### config.mk
export PLATFORM = sky130hd
export DESIGN_NAME = tts_ctrl
export DESIGN_NICKNAME = d
export VERILOG_FILES = /design/src/rtl/tts_pkg.sv /design/src/rtl/tts_ctrl.sv
export SDC_FILE = /design/constraint.sdc
export NUM_CORES = 1
export LEC_CHECK = 0
export BUFFER_PORTS_ARGS = -buffer_cell sky130_fd_sc_hd__buf_2
export CAP_MARGIN = 20
export CORE_ASPECT_RATIO = 1.1
export CORE_MARGIN = 2
export CORE_UTILIZATION = 35
export CTS_BUF_LIST = sky130_fd_sc_hd__clkbuf_4
export DETAILED_ROUTE_END_ITERATION = 8
export SLEW_MARGIN = 15
export SYNTH_ARGS = -nofsm -noshare
export SYNTH_HDL_FRONTEND = slang
export SYNTH_SLANG_ARGS = --single-unit
### constraint.sdc
create_clock -name clk -period 2.7 [get_ports clk]
set_input_delay 0.405 -clock clk [delete_from_list [all_inputs] [get_ports clk]]
set_output_delay 0.405 -clock clk [all_outputs]
set_load 0.005 [all_outputs]
### src/rtl/tts_pkg.sv
`timescale 1ns / 1ps
package tts_pkg;

  localparam int MAX_ROWS_DEF = 16;
  localparam int DW           = 32;
  localparam int FRAC         = 16;
  localparam int DIV_STEPS    = DW + FRAC;
  localparam int CFG_IDX_W    = 2;

  localparam logic signed [DW-1:0] Q_MAX = {1'b0, {(DW-1){1'b1}}};
  localparam logic signed [DW-1:0] Q_MIN = {1'b1, {(DW-1){1'b0}}};

  // configuration register indexes
  localparam logic [CFG_IDX_W-1:0] CFG_START = 2'd0;
  localparam logic [CFG_IDX_W-1:0] CFG_END   = 2'd1;

  // multiplier operand selects
  localparam logic [1:0] MUL_UP   = 2'd0;
  localparam logic [1:0] MUL_RHS  = 2'd1;
  localparam logic [1:0] MUL_BACK = 2'd2;

  // output value selects
  localparam logic [1:0] OUT_START = 2'd0;
  localparam logic [1:0] OUT_SOL   = 2'd1;
  localparam logic [1:0] OUT_END   = 2'd2;

  typedef struct packed {
    logic       cap_in;
    logic       row0;
    logic       we_piv;
    logic       we_rhs;
    logic       mul_en;
    logic [1:0] mul_sel;
    logic       div_start;
    logic       div_back;
    logic       div_first;
    logic       cap_q;
    logic       we_sol;
    logic       load_out;
    logic [1:0] out_sel;
    logic       clr_sing;
  } cmd_t;

  typedef struct packed {
    logic div_done;
    logic out_free;
  } sts_t;

  // saturating difference
  function automatic logic signed [DW-1:0] sat_sub(input logic signed [DW-1:0] a,
                                                    input logic signed [DW-1:0] b);
    logic signed [DW:0] d;
    begin
      d = {a[DW-1], a} - {b[DW-1], b};
      if (d[DW] != d[DW-1]) return d[DW] ? Q_MIN : Q_MAX;
      return d[DW-1:0];
    end
  endfunction

  // product to q16.16, floor shift then saturate
  function automatic logic signed [DW-1:0] scale_prod(input logic signed [2*DW-1:0] p);
    logic [DW+FRAC-1:0] s;
    begin
      s = p[2*DW-1:FRAC];
      if ((&s[DW+FRAC-1:DW-1]) || !(|s[DW+FRAC-1:DW-1])) return s[DW-1:0];
      return s[DW+FRAC-1] ? Q_MIN : Q_MAX;
    end
  endfunction

endpackage

### src/rtl/tts_ctrl.sv
`timescale 1ns / 1ps
module tts_ctrl #(
  parameter int MAX_ROWS = tts_pkg::MAX_ROWS_DEF
) (
  input  logic                          clk,
  input  logic                          rst_n,
  input  logic                          in_valid,
  output logic                          in_stall,
  input  logic                          in_last_row,
  input  tts_pkg::sts_t                 sts,
  output tts_pkg::cmd_t                 cmd,
  output logic [$clog2(MAX_ROWS)-1:0]   raddr,
  output logic [$clog2(MAX_ROWS)-1:0]   waddr
);

  localparam int AW = $clog2(MAX_ROWS);
  localparam int CW = $clog2(MAX_ROWS + 1);

  localparam logic [3:0] S_IDLE   = 4'd0;
  localparam logic [3:0] S_ROW0   = 4'd1;
  localparam logic [3:0] S_FDIV   = 4'd2;
  localparam logic [3:0] S_FWAIT  = 4'd3;
  localparam logic [3:0] S_FM1    = 4'd4;
  localparam logic [3:0] S_FM2    = 4'd5;
  localparam logic [3:0] S_FM3    = 4'd6;
  localparam logic [3:0] S_CHK    = 4'd7;
  localparam logic [3:0] S_BRD    = 4'd8;
  localparam logic [3:0] S_BMUL   = 4'd9;
  localparam logic [3:0] S_BDIV   = 4'd10;
  localparam logic [3:0] S_BWAIT  = 4'd11;
  localparam logic [3:0] S_ESTART = 4'd12;
  localparam logic [3:0] S_ERD    = 4'd13;
  localparam logic [3:0] S_ELD    = 4'd14;
  localparam logic [3:0] S_EEND   = 4'd15;

  logic [3:0]    state_r, state_nxt;
  logic [CW-1:0] cnt_r, cnt_nxt;
  logic [AW-1:0] k_r, k_nxt;
  logic [AW-1:0] j_r, j_nxt;
  logic          last_r, last_nxt;
  logic [CW-1:0] cnt_m1;
  logic          accept;
  logic          first_back;

  assign cnt_m1     = cnt_r - 1'b1;
  assign accept     = in_valid && !in_stall;
  assign in_stall   = state_r != S_IDLE;
  assign first_back = k_r == cnt_m1[AW-1:0];

  // read address follows the phase
  always_comb begin
    case (state_r)
      S_BRD, S_BMUL, S_BDIV, S_BWAIT: raddr = k_r;
      S_ERD, S_ELD:                   raddr = j_r;
      default:                        raddr = cnt_m1[AW-1:0];
    endcase
  end

  assign waddr = (state_r == S_BWAIT) ? k_r : cnt_r[AW-1:0];

  // sequencer
  always_comb begin
    state_nxt = state_r;
    cnt_nxt   = cnt_r;
    k_nxt     = k_r;
    j_nxt     = j_r;
    last_nxt  = last_r;
    cmd       = '0;
    case (state_r)
      S_IDLE: begin
        cmd.cap_in = accept;
        if (accept) begin
          last_nxt  = in_last_row;
          state_nxt = (cnt_r == '0) ? S_ROW0 : S_FDIV;
        end
      end
      S_ROW0: begin
        cmd.row0   = 1'b1;
        cmd.we_piv = 1'b1;
        cmd.we_rhs = 1'b1;
        cnt_nxt    = cnt_r + 1'b1;
        state_nxt  = S_CHK;
      end
      S_FDIV: begin
        cmd.div_start = 1'b1;
        state_nxt     = S_FWAIT;
      end
      S_FWAIT: begin
        cmd.cap_q = sts.div_done;
        if (sts.div_done) state_nxt = S_FM1;
      end
      S_FM1: begin
        cmd.mul_en  = 1'b1;
        cmd.mul_sel = tts_pkg::MUL_UP;
        state_nxt   = S_FM2;
      end
      S_FM2: begin
        cmd.we_piv  = 1'b1;
        cmd.mul_en  = 1'b1;
        cmd.mul_sel = tts_pkg::MUL_RHS;
        state_nxt   = S_FM3;
      end
      S_FM3: begin
        cmd.we_rhs = 1'b1;
        cnt_nxt    = cnt_r + 1'b1;
        state_nxt  = S_CHK;
      end
      S_CHK: begin
        k_nxt = cnt_m1[AW-1:0];
        state_nxt = (last_r || cnt_r == CW'(MAX_ROWS)) ? S_BRD : S_IDLE;
      end
      S_BRD: state_nxt = S_BMUL;
      S_BMUL: begin
        cmd.mul_en  = !first_back;
        cmd.mul_sel = tts_pkg::MUL_BACK;
        state_nxt   = S_BDIV;
      end
      S_BDIV: begin
        cmd.div_start = 1'b1;
        cmd.div_back  = 1'b1;
        cmd.div_first = first_back;
        state_nxt     = S_BWAIT;
      end
      S_BWAIT: begin
        cmd.div_back = 1'b1;
        if (sts.div_done) begin
          cmd.cap_q  = 1'b1;
          cmd.we_sol = 1'b1;
          if (k_r == '0) begin
            state_nxt = S_ESTART;
          end else begin
            k_nxt     = k_r - 1'b1;
            state_nxt = S_BRD;
          end
        end
      end
      S_ESTART: begin
        cmd.out_sel = tts_pkg::OUT_START;
        if (sts.out_free) begin
          cmd.load_out = 1'b1;
          j_nxt        = '0;
          state_nxt    = S_ERD;
        end
      end
      S_ERD: state_nxt = S_ELD;
      S_ELD: begin
        cmd.out_sel = tts_pkg::OUT_SOL;
        if (sts.out_free) begin
          cmd.load_out = 1'b1;
          if (j_r == cnt_m1[AW-1:0]) begin
            state_nxt = S_EEND;
          end else begin
            j_nxt     = j_r + 1'b1;
            state_nxt = S_ERD;
          end
        end
      end
      S_EEND: begin
        cmd.out_sel = tts_pkg::OUT_END;
        if (sts.out_free) begin
          cmd.load_out = 1'b1;
          cmd.clr_sing = 1'b1;
          cnt_nxt      = '0;
          state_nxt    = S_IDLE;
        end
      end
      default: state_nxt = S_IDLE;
    endcase
  end

  always_ff @(posedge clk) begin
    if (!rst_n) begin
      state_r <= S_IDLE;
      cnt_r   <= '0;
      k_r     <= '0;
      j_r     <= '0;
      last_r  <= 1'b0;
    end else begin
      state_r <= state_nxt;
      cnt_r   <= cnt_nxt;
      k_r     <= k_nxt;
      j_r     <= j_nxt;
      last_r  <= last_nxt;
    end
  end

`ifndef SYNTHESIS
  // a row is never taken with the store already full
  a_cnt_room: assert property (@(posedge clk) disable iff (!rst_n)
    accept |-> cnt_r < CW'(MAX_ROWS))
    else $error("row accepted with full store");

  // results are loaded only into a free output register
  a_load_free: assert property (@(posedge clk) disable iff (!rst_n)
    cmd.load_out |-> sts.out_free)
    else $error("output overwritten");

  // the end beat closes the run
  a_run_close: assert property (@(posedge clk) disable iff (!rst_n)
    (state_r == S_EEND && sts.out_free) |=> (cnt_r == '0 && state_r == S_IDLE))
    else $error("run not closed after end beat");

  // the divider is never restarted while waiting on it
  a_div_once: assert property (@(posedge clk) disable iff (!rst_n)
    cmd.div_start |=> !cmd.div_start)
    else $error("divider restarted");
`endif

endmodule

==> results of run 1 <==
state kept, by name, summed over array words and instances, names as in the netlist:
| name | flops |
|---|---|
| cnt_r | 5 |
| j_r | 4 |
| k_r | 4 |
| state_r | 4 |
| last_r | 1 |
synthesized netlist by cell type, drive strengths merged (4+ instances only):
cell / instances
xnor2: 12
dfxtp: 18
nand2: 16
clkbuf: 6
inv: 10
nor3: 4
and2: 8
ha: 5
a21oi: 6
a22oi: 5
nor2b: 7
mux2i: 6
a21boi: 7
buf: 7
nor2: 17
nand2b: 5
o21ai: 12
nand3b: 5
or3: 4
cell families (layout without fill, tap and decap cells):
| group | after synthesis | count (layout) | share of synthesized area [%] |
|---|---|---|---|
| flops | 18 | 18 | 23.3 |
| simple gates | 83 | 83 | 30.5 |
| mux | 9 | 9 | 6.06 |
| xor+xnor | 13 | 13 | 8.56 |
| fa+ha+maj | 5 | 5 | 4.04 |
| compound gates | 44 | 44 | 20.7 |
| buf+inv | 23 | 47 | 6.95 |
final cells by class:
cell class | count | area (µm²)
Fill cell | 441 | 2540
Inverter | 10 | 37.5
Clock inverter | 1 | 3.75
Tap cell | 54 | 67.6
Multi-Input combinational cell | 154 | 1080
Clock buffer | 3 | 22.5
Sequential cell | 18 | 360
Timing Repair Buffer | 33 | 173
path summary, 6_finish.rpt:
check               from     end  cells after the start
max             cnt_r[1]  cmd[6]                      7
min          in_last_row  last_r                      3
max reg2reg     cnt_r[1]  j_r[3]                      7
min reg2reg       last_r  last_r                      2
critical path, delay by kind of cell (launching register included):
family | cells | cell delay [ns]
buffers and inverters | 2 | 0.21
adders and majority gates | 1 | 0.25
and+or+nand+nor | 2 | 0.55
DFF | 1 | 0.45
xor gates and xnor gates | 2 | 0.30
per-layer routing:
metal  wire, µm  share of wire, %  GRT usage, %  vias up
met3        149               4.1          1.53        9
met1       1730                47          23.2      648
met2       1680                46          24.5       35
li1           -                 -             -      735
met5          0                 0             0        -
met4         89               2.4          8.39        0
per-stage QoR:
step           setup WS (ns)  cells  total power (µW)  instance area (µm²)
2_1_floorplan          0.769    195               955                 1550
3_3_place_gp           0.599    269              1170                 1720
3_5_place_dp           0.554    269              1170                 1720
4_1_cts                0.184    273              1320                 1750
5_1_grt               0.0367    273              1430                 1750
6_report               0.213    273              1300                 1750
power by group through the flow:
stage / clock, µW / combinational, µW / sequential, µW
after floorplan: 0 / 617 / 338
after global placement: 0 / 762 / 403
after detailed placement: 0 / 764 / 404
after CTS: 152 / 766 / 398
after global routing: 157 / 859 / 409
final: 146 / 754 / 399
==> results.yml, run 1 <==
yosys:
  synth_fp_nets: 206
  yosysTopAreaCell: "dfxtp_1"
  synthCells: 195
  yosys.area.top_type_share_pct: 23.3
  async_reset_ff_share_pct: 0
  syn_avg_cell_area_um2: 7.94
  netlist-cell-type-count: 49
  ys_seq_elements: 18
  synth_flop_cell: "dfxtp_1"
  synth_area_leaders: "dfxtp_1, xnor2_1, nor2_1, ha_1, mux2i_1"
  yosysWarnings: 0
  synth_seq_area_share_pct: 23.3
  syn-cell-area_um2: 1550
  synth_edf_count: 0
clock_tree:
  post_cts_buffers: 0
  clockRootBuffer: "clkbuf_4"
  clock_path_buffers: 2
  cts_tree: "built"
  postCtsHoldBufs: 0
  cts_resized: 0
  clock-sinks: 18
  htreeDepth: 1
  numCtsBuffers: 3
  clkTransAtPathRegs_ns: 0.11
  insertion_delay_ns: 0.31
die:
  die_y_um: 73.8
  core-area_um2: 4290
  design.die.area_um2: 4970
  start_util_pct: 36.1
  io_pins: 31
  die_w_um: 67.4
  num_rows: 25
route:
  drc_errors: 0
  drt_iter0_drc: 66
  wl_um: 3650
  antenna_left: 0
  wire_per_inst_um: 13.4
  first_pass_iters: 4
  route.vias.total: 1427
  viasPerCell: 5.23
power:
  seqPwrFrac_pct: 30.7
  p_comb_share_pct: 58.0
  p_per_area_nw_per_um2: 745
  clock_power_share_pct: 11.2
  leakage_uw: 0.000714
  switchingPower_uw: 587
  intPower_uw: 712
  ir_worst_vdd_uv: 267
  p_sw_share_pct: 45.2
sta:
  fin_hold_ws_ns: 0.355
  setup_viol: 0
  tns_ns: 0
  timing.final.crit_share_pct: 92.1
  hold_viol: 0
  maxSlewHeadroom_pct: 56.5
  skew_ns: 0.00555
  final_max_slew_viol_count: 0
  rsz0062_at_grt: "false"
  layout_min_cycle_time_ns: 2.49
  max_slew.worst_pin.slew_ns: 0.652
  max_freq_mhz: 402
grt:
  grt_max_degree: 25
  overflow: 0
  grt_first_pass_wirelength_um: 6350
  grt_use_total_pct: 16.4
  first_global_vias: 1342
  grt_antenna_before_repair: 0
worst_setup_path:
  start_kind: "flop"
  cp.arrival_ns: 2.08
  end_kind: "output port"
  crit_fanout: 5
  crit_chain: "inv_1, ha_1, xnor2_4, xnor2_1, nor4_1, and2_1, buf_2"
  cp.required_ns: 2.30
  worstSetupPathType: "flop to output port"
  crit_path_max_incr_delay_ns: 0.45
  r2r_setup_slack_ns: 0.59
  cp_slowest_cell: "dfxtp_1"
place:
  portBuffers: 30
  routabilityCongestion: 0.829
  dpl.hpwl_um: 2750
cells_and_area:
  syn_to_final_growth_pct: 12.7
  final_cell_mix: "buf_2, dfxtp_1, nor2_1"
  layout-drive-gt1-share_pct: 20.1
  final_common_cell: "buf_2"
  final_nets: 231
  diodes: 0
  final_util_pct: 40.7
run_status:
  status: "completed"
hold_path:
  min_path_type: "input port to flop"
job:
  max-cap-violations: 0
Power figures use the tool's default switching activity.
==> inputs of run 2 (changes only) <==
--- a/config.mk
+++ b/config.mk
@@ -5,10 +5,11 @@
 export SDC_FILE = /design/constraint.sdc
 export NUM_CORES = 1
 export LEC_CHECK = 0
+export ABC_AREA = 1
 export BUFFER_PORTS_ARGS = -buffer_cell sky130_fd_sc_hd__buf_2
 export CAP_MARGIN = 20
 export CORE_ASPECT_RATIO = 1.1
-export CORE_MARGIN = 2
+export CORE_MARGIN = 1.5
 export CORE_UTILIZATION = 35
 export CTS_BUF_LIST = sky130_fd_sc_hd__clkbuf_4
 export DETAILED_ROUTE_END_ITERATION = 8
==> results.yml, run 2 <==
cells_and_area:
  regArea_um2: 360
  multiInputGateArea_um2: 935
  nFillCells: 468
  layout-drive-gt1-share_pct: 17.0
  syn_to_final_growth_pct: 16.0
  final_util_pct: 42.6
  final_cell_mix: "nand2_1, inv_1, buf_2"
  fin_cells: 329
  final_cell_area_um2: 1690
  max_flop_register: "cnt_r"
  final_common_cell: "nand2_1"
  diodes: 0
  largest_reg_flops: 5
  final_nets: 289
grt:
  grt_use_total_pct: 19.3
  grt_antenna_before_repair: 0
  grt_max_degree: 12
  grt_first_pass_wirelength_um: 7000
  overflow: 0
  first_global_vias: 1531
sta:
  layout_min_cycle_time_ns: 2.54
  timing.final.crit_share_pct: 94.2
  final_max_slew_viol_count: 0
  rsz0062_at_grt: "false"
  max_freq_mhz: 393
  maxSlewHeadroom_pct: 66.9
  setup_viol: 0
  tns_ns: 0
  hold_viol: 0
  skew_ns: 0.0123
  max_slew.worst_pin.slew_ns: 0.494
worst_setup_path:
  cp_slowest_cell: "dfxtp_1"
  cp.arrival_ns: 2.14
  crit_path_start: "cnt_r[0]"
  crit_chain: "inv_2, ha_1, inv_1, nand2_1, a22oi_1, nand4_1, nand2_1, nand2_1, buf_2"
  start_kind: "flop"
  end_kind: "output port"
  reg2reg_from: "cnt_r[0]"
  crit_top_cell: "nand2_1"
  r2r_setup_slack_ns: 0.57
  crit_fanout: 10
  crit_path_max_incr_delay_ns: 0.49
  cp.required_ns: 2.30
  worstSetupPathType: "flop to output port"
  critPathBufInv: 3
  cp_top_family: "flip-flops"
place:
  portBuffers: 30
  dpl.hpwl_um: 3320
  dp_cells: 325
  routabilityCongestion: 0.909
  placedInstanceArea_um2: 1660
yosys:
  async_reset_ff_share_pct: 0
  syn_avg_cell_area_um2: 5.93
  netlist-cell-type-count: 32
  yosys.area.top_type_share_pct: 24.8
  syn-cell-area_um2: 1450
  yosysTopAreaCell: "dfxtp_1"
  synthCells: 245
  ys_seq_elements: 18
  synth_edf_count: 0
  yosysWarnings: 0
  synth_fp_nets: 256
  synth_seq_area_share_pct: 24.8
  synth_common_cells: "nand2_1, inv_1, nor2_1, a21oi_1, dfxtp_1"
  synth_area_leaders: "dfxtp_1, nand2_1, inv_1, nor2_1, a21oi_1"
  yosysMostFrequentCell: "nand2_1"
  synth_flop_cell: "dfxtp_1"
die:
  start_util_pct: 36.7
  io_pins: 31
  die_w_um: 64.5
  core-area_um2: 3960
  die_y_um: 70.6
  design.die.area_um2: 4550
  num_rows: 24
power:
  clock_power_share_pct: 12.2
  ir_worst_vdd_uv: 288
  intPower_uw: 635
  p_sw_share_pct: 50.3
  switchingPower_uw: 643
  leakage_uw: 0.000828
  p_comb_share_pct: 58.1
  seqPwrFrac_pct: 29.7
  p_per_area_nw_per_um2: 758
hold_path:
  min_from: "in_last_row"
  min_path_type: "input port to flop"
run_status:
  status: "completed"
clock_tree:
  clock-sinks: 18
  clock_path_buffers: 2
  postCtsHoldBufs: 0
  htreeDepth: 1
  clockRootBuffer: "clkbuf_4"
  insertion_delay_ns: 0.32
  cts_tree: "built"
  numCtsBuffers: 3
  cts_resized: 0
  clkTransAtPathRegs_ns: 0.13
  post_cts_buffers: 0
route:
  viasPerCell: 5.02
  wl_um: 4180
  first_pass_iters: 4
  antenna_left: 0
  wire_per_inst_um: 12.7
  drt_iter0_drc: 79
  drc_errors: 0
  route.vias.total: 1650
job:
  max-cap-violations: 0
run 2: final timing paths:
check | endpoint | cells past startpoint
setup reg to reg | j_r[0] | 11
setup / recovery | cmd[11] | 9
hold / removal | last_r | 3
hold reg to reg | cnt_r[4] | 1
run 2: worst reg2reg max path, cell delays in order (launching register included):
cell,delay [ns]
dfxtp_1,0.49
inv_2,0.16
ha_1,0.38
inv_1,0.14
nand2_1,0.06
nand2_1,0.06
nand3_1,0.06
nor2_1,0.15
nand3_1,0.22
nand2_1,0.17
nand2_1,0.06
a21oi_1,0.12
run 2: kinds of logic (layout without fill, tap and decap cells):
kind of cell / count (synthesis) / after routing / share of synthesized area (%)
buf+inv: 42 / 74 / 10.9
flops: 18 / 18 / 24.8
compound gates: 47 / 47 / 19.2
simple gates: 129 / 129 / 38.4
fa+ha+maj: 5 / 5 / 4.30
xor+xnor: 4 / 4 / 2.41
run 2: through the flow:
| step | total power [µW] | setup slack [ns] | hold slack, ns |
|---|---|---|---|
| after detailed placement | 1120 | 0.553 | 0.496 |
| after global placement | 1120 | 0.573 | 0.485 |
| final | 1280 | 0.157 | 0.310 |
| after global routing | 1390 | 0.0198 | 0.327 |
| after floorplan | 884 | 0.927 | 0.459 |
| after CTS | 1280 | 0.179 | 0.318 |
run 2: power groups by stage:
stage,Sequential [µW],Combinational (µW),Clock (µW)
floorplan,351,533,0
global placement,384,736,0
detailed placement,385,737,0
CTS,379,741,157
global route,389,838,168
finish,380,742,156
run 2: cell type report:
type                       instances  share of cell area (%)
tap                               52                    3.86
clock inverter                     1                   0.223
clock buffer                       3                    1.34
inverter                          40                    8.90
multi-input combinational        185                    55.4
sequential                        18                    21.4
timing repair buffer              30                    8.90
run 2: layer usage:
metal	part of all wire [%]	global-route usage [%]
met1	48	26.9
met2	43	30.2
met3	6.6	3.34
met4	2.0	6.38
met5	0	0
